`src/rtl/bpc_pkg.sv`:
```
// ----------------------------------------------------------------------------
// Button press classifier package
// Widths, timing constants, register indexes and shared types.
// ----------------------------------------------------------------------------
package bpc_pkg;

    localparam int AVG_LENGTH  = 4;
    localparam int TIME_W      = 32;
    localparam int OVER_W      = 16;
    localparam int REPEAT_W    = 10;
    localparam int STATUS_W    = 2;
    localparam int IN_TDATA_W  = 40;
    localparam int OUT_TDATA_W = 8;
    localparam int CFG_ADDR_W  = 1;
    localparam int CFG_DATA_W  = 16;

    localparam int unsigned CHECK_PERIOD_MS = 20;
    localparam int unsigned LONG_PRESS_MS   = 1500;
    localparam int unsigned TRIGGER_ON      = 100;
    localparam int unsigned TRIGGER_OFF     = 50;
    localparam int unsigned SAMPLE_HIGH     = 200;

    localparam logic [OVER_W-1:0]   OVER_PRESS_RESET = OVER_W'(2500);
    localparam logic [REPEAT_W-1:0] REPEAT_RESET     = '0;

    typedef enum logic [CFG_ADDR_W-1:0] {
        CFG_OVER_PRESS = 1'b0,
        CFG_REPEAT     = 1'b1
    } t_cfg_reg;

    typedef enum logic [STATUS_W-1:0] {
        ST_NONE  = 2'd0,
        ST_SHORT = 2'd1,
        ST_LONG  = 2'd2
    } t_status;

    typedef struct packed {
        logic [OVER_W-1:0]   over_press_ms;
        logic [REPEAT_W-1:0] repeat_period_ms;
    } t_press_cfg;

endpackage

```
`src/rtl/bpc_debounce.sv`:
```
// ----------------------------------------------------------------------------
// Button press classifier debouncer
// Rounded exponential average of the pin samples with on/off hysteresis.
// ----------------------------------------------------------------------------
module bpc_debounce #(
    parameter int AVG_LENGTH = bpc_pkg::AVG_LENGTH
) (
    input  logic i_clk,
    input  logic i_rst_n,
    input  logic i_sample_en,
    input  logic i_pin,
    output logic o_on_next
);

    localparam int ACC_W       = $clog2(201 * AVG_LENGTH + 1);
    localparam int RND_W       = ACC_W + 1;
    localparam int RECIP_SHIFT = 24;
    localparam int RECIP_W     = RECIP_SHIFT + 1;
    localparam int PROD_W      = RND_W + RECIP_W;
    localparam logic [RECIP_W-1:0] RECIP =
        RECIP_W'(((1 << RECIP_SHIFT) + AVG_LENGTH - 1) / AVG_LENGTH);
    localparam logic [RND_W-1:0] HALF = RND_W'(AVG_LENGTH / 2);

    logic [ACC_W-1:0]  r_acc;
    logic [ACC_W-1:0]  r_avg;
    logic              r_on;
    logic [ACC_W-1:0]  n_acc;
    logic [ACC_W-1:0]  w_sample;
    logic [RND_W-1:0]  w_round;
    logic [PROD_W-1:0] w_prod;
    logic [ACC_W-1:0]  n_avg;

    // The stored average equals the rounded quotient of the stored accumulator.
    assign w_sample = i_pin ? ACC_W'(bpc_pkg::SAMPLE_HIGH) : '0;
    assign n_acc    = r_acc + w_sample - r_avg;
    assign w_round  = {1'b0, n_acc} + HALF;
    assign w_prod   = PROD_W'(w_round) * PROD_W'(RECIP);
    assign n_avg    = w_prod[RECIP_SHIFT +: ACC_W];

    always_comb begin
        if (r_on) begin
            o_on_next = !(n_avg < ACC_W'(bpc_pkg::TRIGGER_OFF));
        end else begin
            o_on_next = n_avg > ACC_W'(bpc_pkg::TRIGGER_ON);
        end
    end

    always_ff @(posedge i_clk) begin
        if (!i_rst_n) begin
            r_acc <= '0;
            r_avg <= '0;
            r_on  <= 1'b0;
        end else if (i_sample_en) begin
            r_acc <= n_acc;
            r_avg <= n_avg;
            r_on  <= o_on_next;
        end
    end

endmodule

```
`src/rtl/bpc_press.sv`:
```
// ----------------------------------------------------------------------------
// Button press classifier press timer
// Check pacing, press timing and short, long and repeat classification.
// ----------------------------------------------------------------------------
module bpc_press (
    input  logic                          i_clk,
    input  logic                          i_rst_n,
    input  logic                          i_advance,
    input  logic [bpc_pkg::TIME_W-1:0]    i_now,
    input  logic                          i_on_next,
    input  bpc_pkg::t_press_cfg           i_cfg,
    output logic                          o_check,
    output bpc_pkg::t_status              o_status
);

    localparam int TW = bpc_pkg::TIME_W;

    logic [TW-1:0] r_next_check;
    logic [TW-1:0] r_start;
    logic          r_long_done;
    logic [TW-1:0] r_last_rep;
    logic [TW-1:0] n_next_check;
    logic [TW-1:0] n_start;
    logic          n_long_done;
    logic [TW-1:0] n_last_rep;
    logic [TW-1:0] w_held;
    logic [TW-1:0] w_since_rep;
    logic [TW-1:0] w_over;
    logic [TW-1:0] w_repeat;
    logic          w_no_press;

    assign o_check     = !(i_now < r_next_check);
    assign w_held      = i_now - r_start;
    assign w_since_rep = i_now - r_last_rep;
    assign w_over      = TW'(i_cfg.over_press_ms);
    assign w_repeat    = TW'(i_cfg.repeat_period_ms);
    assign w_no_press  = r_start == '0;

    always_comb begin
        n_next_check = r_next_check;
        n_start      = r_start;
        n_long_done  = r_long_done;
        n_last_rep   = r_last_rep;
        o_status     = bpc_pkg::ST_NONE;
        if (o_check) begin
            n_next_check = i_now + TW'(bpc_pkg::CHECK_PERIOD_MS);
            if (i_on_next) begin
                if (w_no_press || w_held > w_over) begin
                    n_start = i_now;
                end else if (w_held > TW'(bpc_pkg::LONG_PRESS_MS) && !r_long_done) begin
                    if (w_repeat != '0) begin
                        if (w_since_rep > w_repeat) begin
                            n_last_rep = i_now;
                            o_status   = bpc_pkg::ST_SHORT;
                        end
                    end else begin
                        n_long_done = 1'b1;
                        o_status    = bpc_pkg::ST_LONG;
                    end
                end
            end else begin
                n_start     = '0;
                n_long_done = 1'b0;
                if (!w_no_press && !r_long_done && w_held < w_over) begin
                    o_status = bpc_pkg::ST_SHORT;
                end
            end
        end
    end

    always_ff @(posedge i_clk) begin
        if (!i_rst_n) begin
            r_next_check <= '0;
            r_start      <= '0;
            r_long_done  <= 1'b0;
            r_last_rep   <= '0;
        end else if (i_advance) begin
            r_next_check <= n_next_check;
            r_start      <= n_start;
            r_long_done  <= n_long_done;
            r_last_rep   <= n_last_rep;
        end
    end

endmodule

```
`src/rtl/button_press_classifier.sv`:
```
// Path: an accepted beat is held in the input register, then its result in the result register.
// Throughput: one beat per cycle; the input register refills while the result
// register drains; back-pressure stalls the result stage and a held input beat.
// All classification state sits in single registers updated only as beats advance.
// Reset (synchronous, active low) empties both stages, clears all press state
// and restores over_press_ms to 2500 and repeat_period_ms to 0.
// ----------------------------------------------------------------------------
// Button press classifier
// Debounces a sampled push button and reports short, long and repeat presses.
// ----------------------------------------------------------------------------
module button_press_classifier #(
    parameter int AVG_LENGTH = bpc_pkg::AVG_LENGTH
) (
    input  logic                               i_clk,
    input  logic                               i_rst_n,
    input  logic                               i_s_tvalid,
    output logic                               o_s_tready,
    // now_ms [31:0], pin_high [32], zero fill [39:33]
    input  logic [bpc_pkg::IN_TDATA_W-1:0]     i_s_tdata,
    output logic                               o_m_tvalid,
    input  logic                               i_m_tready,
    // press_status [1:0], zero fill [7:2]
    output logic [bpc_pkg::OUT_TDATA_W-1:0]    o_m_tdata,
    input  logic                               i_cfg_we,
    input  logic [bpc_pkg::CFG_ADDR_W-1:0]     i_cfg_addr,
    input  logic [bpc_pkg::CFG_DATA_W-1:0]     i_cfg_wdata
);

    localparam int TW = bpc_pkg::TIME_W;

    logic                r_in_valid;
    logic [TW-1:0]       r_in_now;
    logic                r_in_pin;
    logic                r_out_valid;
    bpc_pkg::t_status    r_out_status;
    bpc_pkg::t_press_cfg r_cfg;
    logic                w_out_free;
    logic                w_advance;
    logic                w_check;
    logic                w_on_next;
    bpc_pkg::t_status    w_status;

    assign w_out_free = !r_out_valid || i_m_tready;
    assign w_advance  = r_in_valid && w_out_free;
    assign o_s_tready = !r_in_valid || w_out_free;
    assign o_m_tvalid = r_out_valid;
    assign o_m_tdata  = bpc_pkg::OUT_TDATA_W'(r_out_status);

    always_ff @(posedge i_clk) begin
        if (!i_rst_n) begin
            r_in_valid          <= 1'b0;
            r_out_valid         <= 1'b0;
            r_cfg.over_press_ms <= bpc_pkg::OVER_PRESS_RESET;
            r_cfg.repeat_period_ms <= bpc_pkg::REPEAT_RESET;
        end else begin
            if (o_s_tready) begin
                r_in_valid <= i_s_tvalid;
            end
            if (w_out_free) begin
                r_out_valid <= r_in_valid;
            end
            if (i_cfg_we) begin
                case (bpc_pkg::t_cfg_reg'(i_cfg_addr))
                    bpc_pkg::CFG_OVER_PRESS: begin
                        r_cfg.over_press_ms <= i_cfg_wdata[bpc_pkg::OVER_W-1:0];
                    end
                    bpc_pkg::CFG_REPEAT: begin
                        r_cfg.repeat_period_ms <= i_cfg_wdata[bpc_pkg::REPEAT_W-1:0];
                    end
                    default: begin
                    end
                endcase
            end
        end
    end

    always_ff @(posedge i_clk) begin
        if (o_s_tready && i_s_tvalid) begin
            r_in_now <= i_s_tdata[TW-1:0];
            r_in_pin <= i_s_tdata[TW];
        end
        if (w_advance) begin
            r_out_status <= w_status;
        end
    end

    bpc_debounce #(
        .AVG_LENGTH (AVG_LENGTH)
    ) u_debounce (
        .i_clk       (i_clk),
        .i_rst_n     (i_rst_n),
        .i_sample_en (w_advance && w_check),
        .i_pin       (r_in_pin),
        .o_on_next   (w_on_next)
    );

    bpc_press u_press (
        .i_clk     (i_clk),
        .i_rst_n   (i_rst_n),
        .i_advance (w_advance),
        .i_now     (r_in_now),
        .i_on_next (w_on_next),
        .i_cfg     (r_cfg),
        .o_check   (w_check),
        .o_status  (w_status)
    );

endmodule

```
`config.mk`:
```
export PLATFORM = sky130hd
export DESIGN_NAME = button_press_classifier
export DESIGN_NICKNAME = d
export VERILOG_FILES = /design/src/rtl/bpc_pkg.sv /design/src/rtl/bpc_debounce.sv /design/src/rtl/bpc_press.sv /design/src/rtl/button_press_classifier.sv
export SDC_FILE = /design/constraint.sdc
export NUM_CORES = 1
export LEC_CHECK = 0
export BUFFER_PORTS_ARGS = -buffer_cell sky130_fd_sc_hd__clkbuf_2
export CAP_MARGIN = 10
export CORE_AREA = 5 5 171 157
export CTS_BUF_LIST = sky130_fd_sc_hd__clkbuf_16
export CTS_CLUSTER_DIAMETER = 120
export DETAILED_ROUTE_END_ITERATION = 8
export DIE_AREA = 0 0 176 162
export GPL_TIMING_DRIVEN = 0
export PLACE_DENSITY = 0.79
export SLEW_MARGIN = 20
export SYNTH_ARGS = -nofsm -noshare
export SYNTH_HDL_FRONTEND = slang
export SYNTH_SLANG_ARGS = --single-unit
```
`constraint.sdc`:
```
create_clock -name i_clk -period 5 [get_ports i_clk]
set_input_delay 0.5 -clock i_clk [delete_from_list [all_inputs] [get_ports i_clk]]
set_output_delay 0.5 -clock i_clk [all_outputs]
set_load 0.005 [all_outputs]
```
==> impl_summary.txt <==
----------------------------------------------------
[Synth]
  Number of enable-type register cells in the synthesized netlist ... 35
  Combined area of all synthesized cells ... 13400 µm²
  Share of synthesized area occupied by flip-flops and latches ... 0.295
  Number of warnings issued by yosys ... 0
  Flip-flop cell with the highest count after synthesis ... sky130_fd_sc_hd__dfxtp_1
  Avg Cell Area, Syn ... around 8.2 µm²
  Fraction of registers with async set or reset after synthesis ... 0
  Number of unique standard cell types used by synthesis ... 85
  #FFs+latches synth ... 180
  Instance count of the mapped netlist ... around 1600

[GRT]
  Aggregate global-route resource usage ... 0.258
  Global-route wire length before repair ... 60.8 mm
  Global route total overflow ... 0
  Antenna violations before repair ... 0
  Number of global-route vias before repair ... 12125
  Pin count of the biggest net entering global routing ... 27

[Clock network]
  Number of hold buffers added after CTS ... 0
  Maximum level of the CTS H-tree ... 4
  CTS tree ... done
  Insertion delay to the later sink of the worst-skew pair ... 0.45 ns
  Num CTS Buffers ... 17
  Largest buffer count on any clock path ... 2
  Clock transition at the registers of the reported paths ... 0.07 ns
  CTS Root Buffer Type ... sky130_fd_sc_hd__clkbuf_16
  Clock sink total ... 180

[Final layout]
  Area of all placed cells without fillers ... 15200 µm²
  Antenna diode count ... 0
  Post-Route Utilization ... 0.613
  Fin nets ... 1956
  Non-filler cells in the finished layout ... 2079
  Multi-input gate area ... 8740 µm²
  Synthesis-to-layout area growth ... 13.3%
  Layout cell share with drive strength beyond 1 ... 0.113
  Fillcell total ... 2118
  Total area of sequential cells ... 3950 µm²

[Flow run]
  Number of violations of the max-capacitance limit ... 0

[Worst setup path]
  Maximum cell stage delay along the critical path ... 0.68 ns
  Reg-to-reg critical path endpoint ... u_press.r_last_rep[27]$_SDFFE_PN0P_
  Crit path required time ... 5.33 ns
  Launching element of the worst setup path ... r_in_now[7]$_DFFE_PP_
  Data arrival time of the worst path ... 5.33 ns
  R2R depth ... 16
  CP Class ... flop to flop
  Sort of element at the end of the critical path ... flop
  Cells along the critical path ... ha_2 > nand4_1 > o221ai_4 > inv_1 > a211oi_1 > a311oi_2 > ha_1 > o21ai_0 > a21oi_2 > nor4_2 > a32oi_2 > a2111oi_4 > nand4_2 > or4b_4 > clkbuf_16 > mux2i_1
  Worst reg2reg startpoint ... r_in_now[7]$_DFFE_PP_
  Max Fanout on Critical Path ... 8
  R2r setup slk ... -0.002 ns
  Critical path's slowest cell ... sky130_fd_sc_hd__or4b_4
  Kind of launch point of the worst setup path ... flop
  Setup crit end ... u_press.r_last_rep[27]$_SDFFE_PN0P_

[STA]
  Fin Setup TNS ... -0.00223 ns
  Fmax achieved ... 200 MHz
  Time the final worst path needs with I/O delays and setup ... roughly 5.0 ns
  Ratio of final minimum period to clock period ... 1.00
  Final count of negative-setup-slack endpoints ... 1
  Final Skew ... around 0.016 ns
  Setup repair after global routing missed its margin ... true
  Final Hold Fails ... 0
  Pins Over Slew Limit ... 0
  Worst Tran Pin Value ... 0.865 ns
  Setup WS post-layout ... -0.00223 ns
  Worst slew margin relative to its limit ... 0.423
  Worst hold slack after final layout ... 0.231 ns

[Floorplan]
  Effective utilization at floorplan ... 0.541
  Ports placed on the boundary ... 72
  Core area ... 24800 µm²
  Die H ... about 160 µm
  Area enclosed by the die boundary ... 28500 µm²
  Number of rows in the core area ... 55
  Floorplan die width ... approximately 180 µm

[Placement]
  Worst setup slack before clock tree synthesis ... -0.484 ns
  Dpl hpwl ... 28.8 mm
  GPL Wtd Cong ... 0.971
  Number of placed instances with taps included ... 2016
  Port Buffers ... 57
  Placed Area ... 14100 µm²

[Routing]
  Number of nets with antenna violations after detailed routing ... 0
  DRC marker count from the first detailed-route iteration ... 1105
  Routed length per instance ... 18.4 µm
  Total via count in the routed design ... 12801
  Detailed-route DRC error count ... 0
  Routed vias/inst ... 6.16
  DRT Wirelength ... 38.2 mm
  Detailed Routing Iterations Pass 1 ... 6

[Power and ir drop]
  Reported leakage power ... around 6.0 nW
  Power consumption ... 4.76 mW
  Maximum vdd ir drop ... 270 µV
  Pwr Density ... 314 nW/µm²

[Status]
  Violations in the final reports ... setup timing
  Status ... complete, but fails checks

[Hold path]
  Worst Hold Class ... primary input to flop

----------------------------------------------------
==> Yosys cell counts (all sizes together) (24+ instances only) <==
library cell,instances,share of area
ha,135,0.13
inv,156,0.044
xor2,32,0.021
a21o,30,0.017
mux2i,55,0.041
a211oi,50,0.028
nand2,209,0.059
xnor2,41,0.027
nand3,24,0.0090
a21oi,121,0.045
dfxtp,145,0.22
a32o,32,0.024
nor4,25,0.013
nand4,40,0.019
edfxtp,35,0.078
nor2,129,0.036
clkbuf,55,0.015
o21ai,57,0.021
==> state kept, by name, summed over array words and instances, names as in the netlist, 2 cells and up <==
register	flops
r_in_now	32
u_press.r_last_rep	32
u_press.r_next_check	32
u_press.r_start	32
r_cfg	26
u_debounce.r_acc	10
u_debounce.r_avg	9
r_out_status	2
==> cells by family (layout without fill, tap and decap cells) <==
| family | Yosys count | in the layout | share of synthesized area |
|---|---|---|---|
| xor gates and xnor gates | 74 | 74 | 0.0494 |
| AOI/OAI and AO/OA | 423 | 423 | 0.218 |
| and+or+nand+nor | 533 | 533 | 0.188 |
| buffers and inverters | 231 | 352 | 0.0714 |
| muxes | 57 | 57 | 0.0428 |
| adders and majority gates | 141 | 141 | 0.135 |
| other | 1 | 6 | 0.000280 |
| DFF | 180 | 180 | 0.295 |
==> repair_timing <==
| action | 4_1_cts | 5_1_grt |
|---|---|---|
| resized for setup | 14 | 37 |
| buffers inserted | 10 | 21 |
| endpoints found under the setup margin | 65 | 67 |
| pin swaps | 5 | 17 |
| cloned | 0 | 3 |
==> cell usage in the layout (no fill, tap or decap), types with 7 or more instances in the layout <==
cell and count:
sky130_fd_sc_hd__a211oi_1 48, sky130_fd_sc_hd__a21o_1 30, sky130_fd_sc_hd__a21oi_1 115, sky130_fd_sc_hd__a31oi_1 7, sky130_fd_sc_hd__a32o_1 32, sky130_fd_sc_hd__and2_1 10
sky130_fd_sc_hd__and3_1 12, sky130_fd_sc_hd__and4_1 7, sky130_fd_sc_hd__buf_2 9, sky130_fd_sc_hd__buf_4 37, sky130_fd_sc_hd__clkbuf_1 47, sky130_fd_sc_hd__clkbuf_16 20
sky130_fd_sc_hd__clkbuf_2 63, sky130_fd_sc_hd__dfxtp_1 145, sky130_fd_sc_hd__edfxtp_1 35, sky130_fd_sc_hd__ha_1 130, sky130_fd_sc_hd__inv_1 155, sky130_fd_sc_hd__mux2i_1 55
sky130_fd_sc_hd__nand2_1 208, sky130_fd_sc_hd__nand2b_1 11, sky130_fd_sc_hd__nand3_1 24, sky130_fd_sc_hd__nand4_1 39, sky130_fd_sc_hd__nor2_1 128, sky130_fd_sc_hd__nor2b_1 9
sky130_fd_sc_hd__nor3_1 22, sky130_fd_sc_hd__nor4_1 21, sky130_fd_sc_hd__o211ai_1 17, sky130_fd_sc_hd__o21a_1 20, sky130_fd_sc_hd__o21ai_0 52, sky130_fd_sc_hd__o21bai_1 10
sky130_fd_sc_hd__o31ai_1 7, sky130_fd_sc_hd__xnor2_1 39, sky130_fd_sc_hd__xor2_1 31
==> power by group <==
| part | internal (mW) | switching, mW | total (mW) |
|---|---|---|---|
| Sequential | 1.57 | 0.0964 | 1.67 |
| Clock | 0.649 | 0.628 | 1.28 |
| Combinational | 0.729 | 1.09 | 1.82 |
==> worst min path at each step <==
stage                                         startpoint                              endpoint  slack (ns)  cells after the start
floorplan           u_press.r_next_check[4]$_SDFFE_PN0P_  u_press.r_next_check[4]$_SDFFE_PN0P_        0.43                      2
global placement    u_press.r_next_check[4]$_SDFFE_PN0P_  u_press.r_next_check[4]$_SDFFE_PN0P_        0.44                      2
detailed placement                r_cfg[14]$_SDFFE_PN0P_                r_cfg[14]$_SDFFE_PN0P_        0.45                      2
CTS                                         i_s_tdata[4]                 r_in_now[4]$_DFFE_PP_        0.22                      1
global route                               i_s_tdata[14]                r_in_now[14]$_DFFE_PP_        0.22                      1
finish                                      i_s_tdata[2]                 r_in_now[2]$_DFFE_PP_        0.23                      1
==> critical path: cells and delay by family (launching register included) <==
family / cells / cell delay [ns]
mux: 1 / 0.12
buf+inv: 2 / 0.38
compound gates: 7 / 1.57
fa+ha+maj: 2 / 0.79
simple gates: 4 / 1.44
flops: 1 / 0.56
==> final cells by class <==
cell class	count	share of cell area
multi-input cells	1234	0.576
well taps	313	0.0258
flip-flops and latches	180	0.260
clock buffers	17	0.0280
clock inverters	15	0.00774
plain buffers	72	0.0237
repair buffers	92	0.0404
inverters	156	0.0385
==> layer usage <==
layer	global-route usage	wire length [µm]	vias to the layer above
met1	0.337	16300	6036
li1	-	-	6134
met3	0.0356	2560	112
met2	0.431	18000	519
met5	0	0	-
met4	0.106	1380	0
Note: power is estimated with default switching activity, not from simulation.
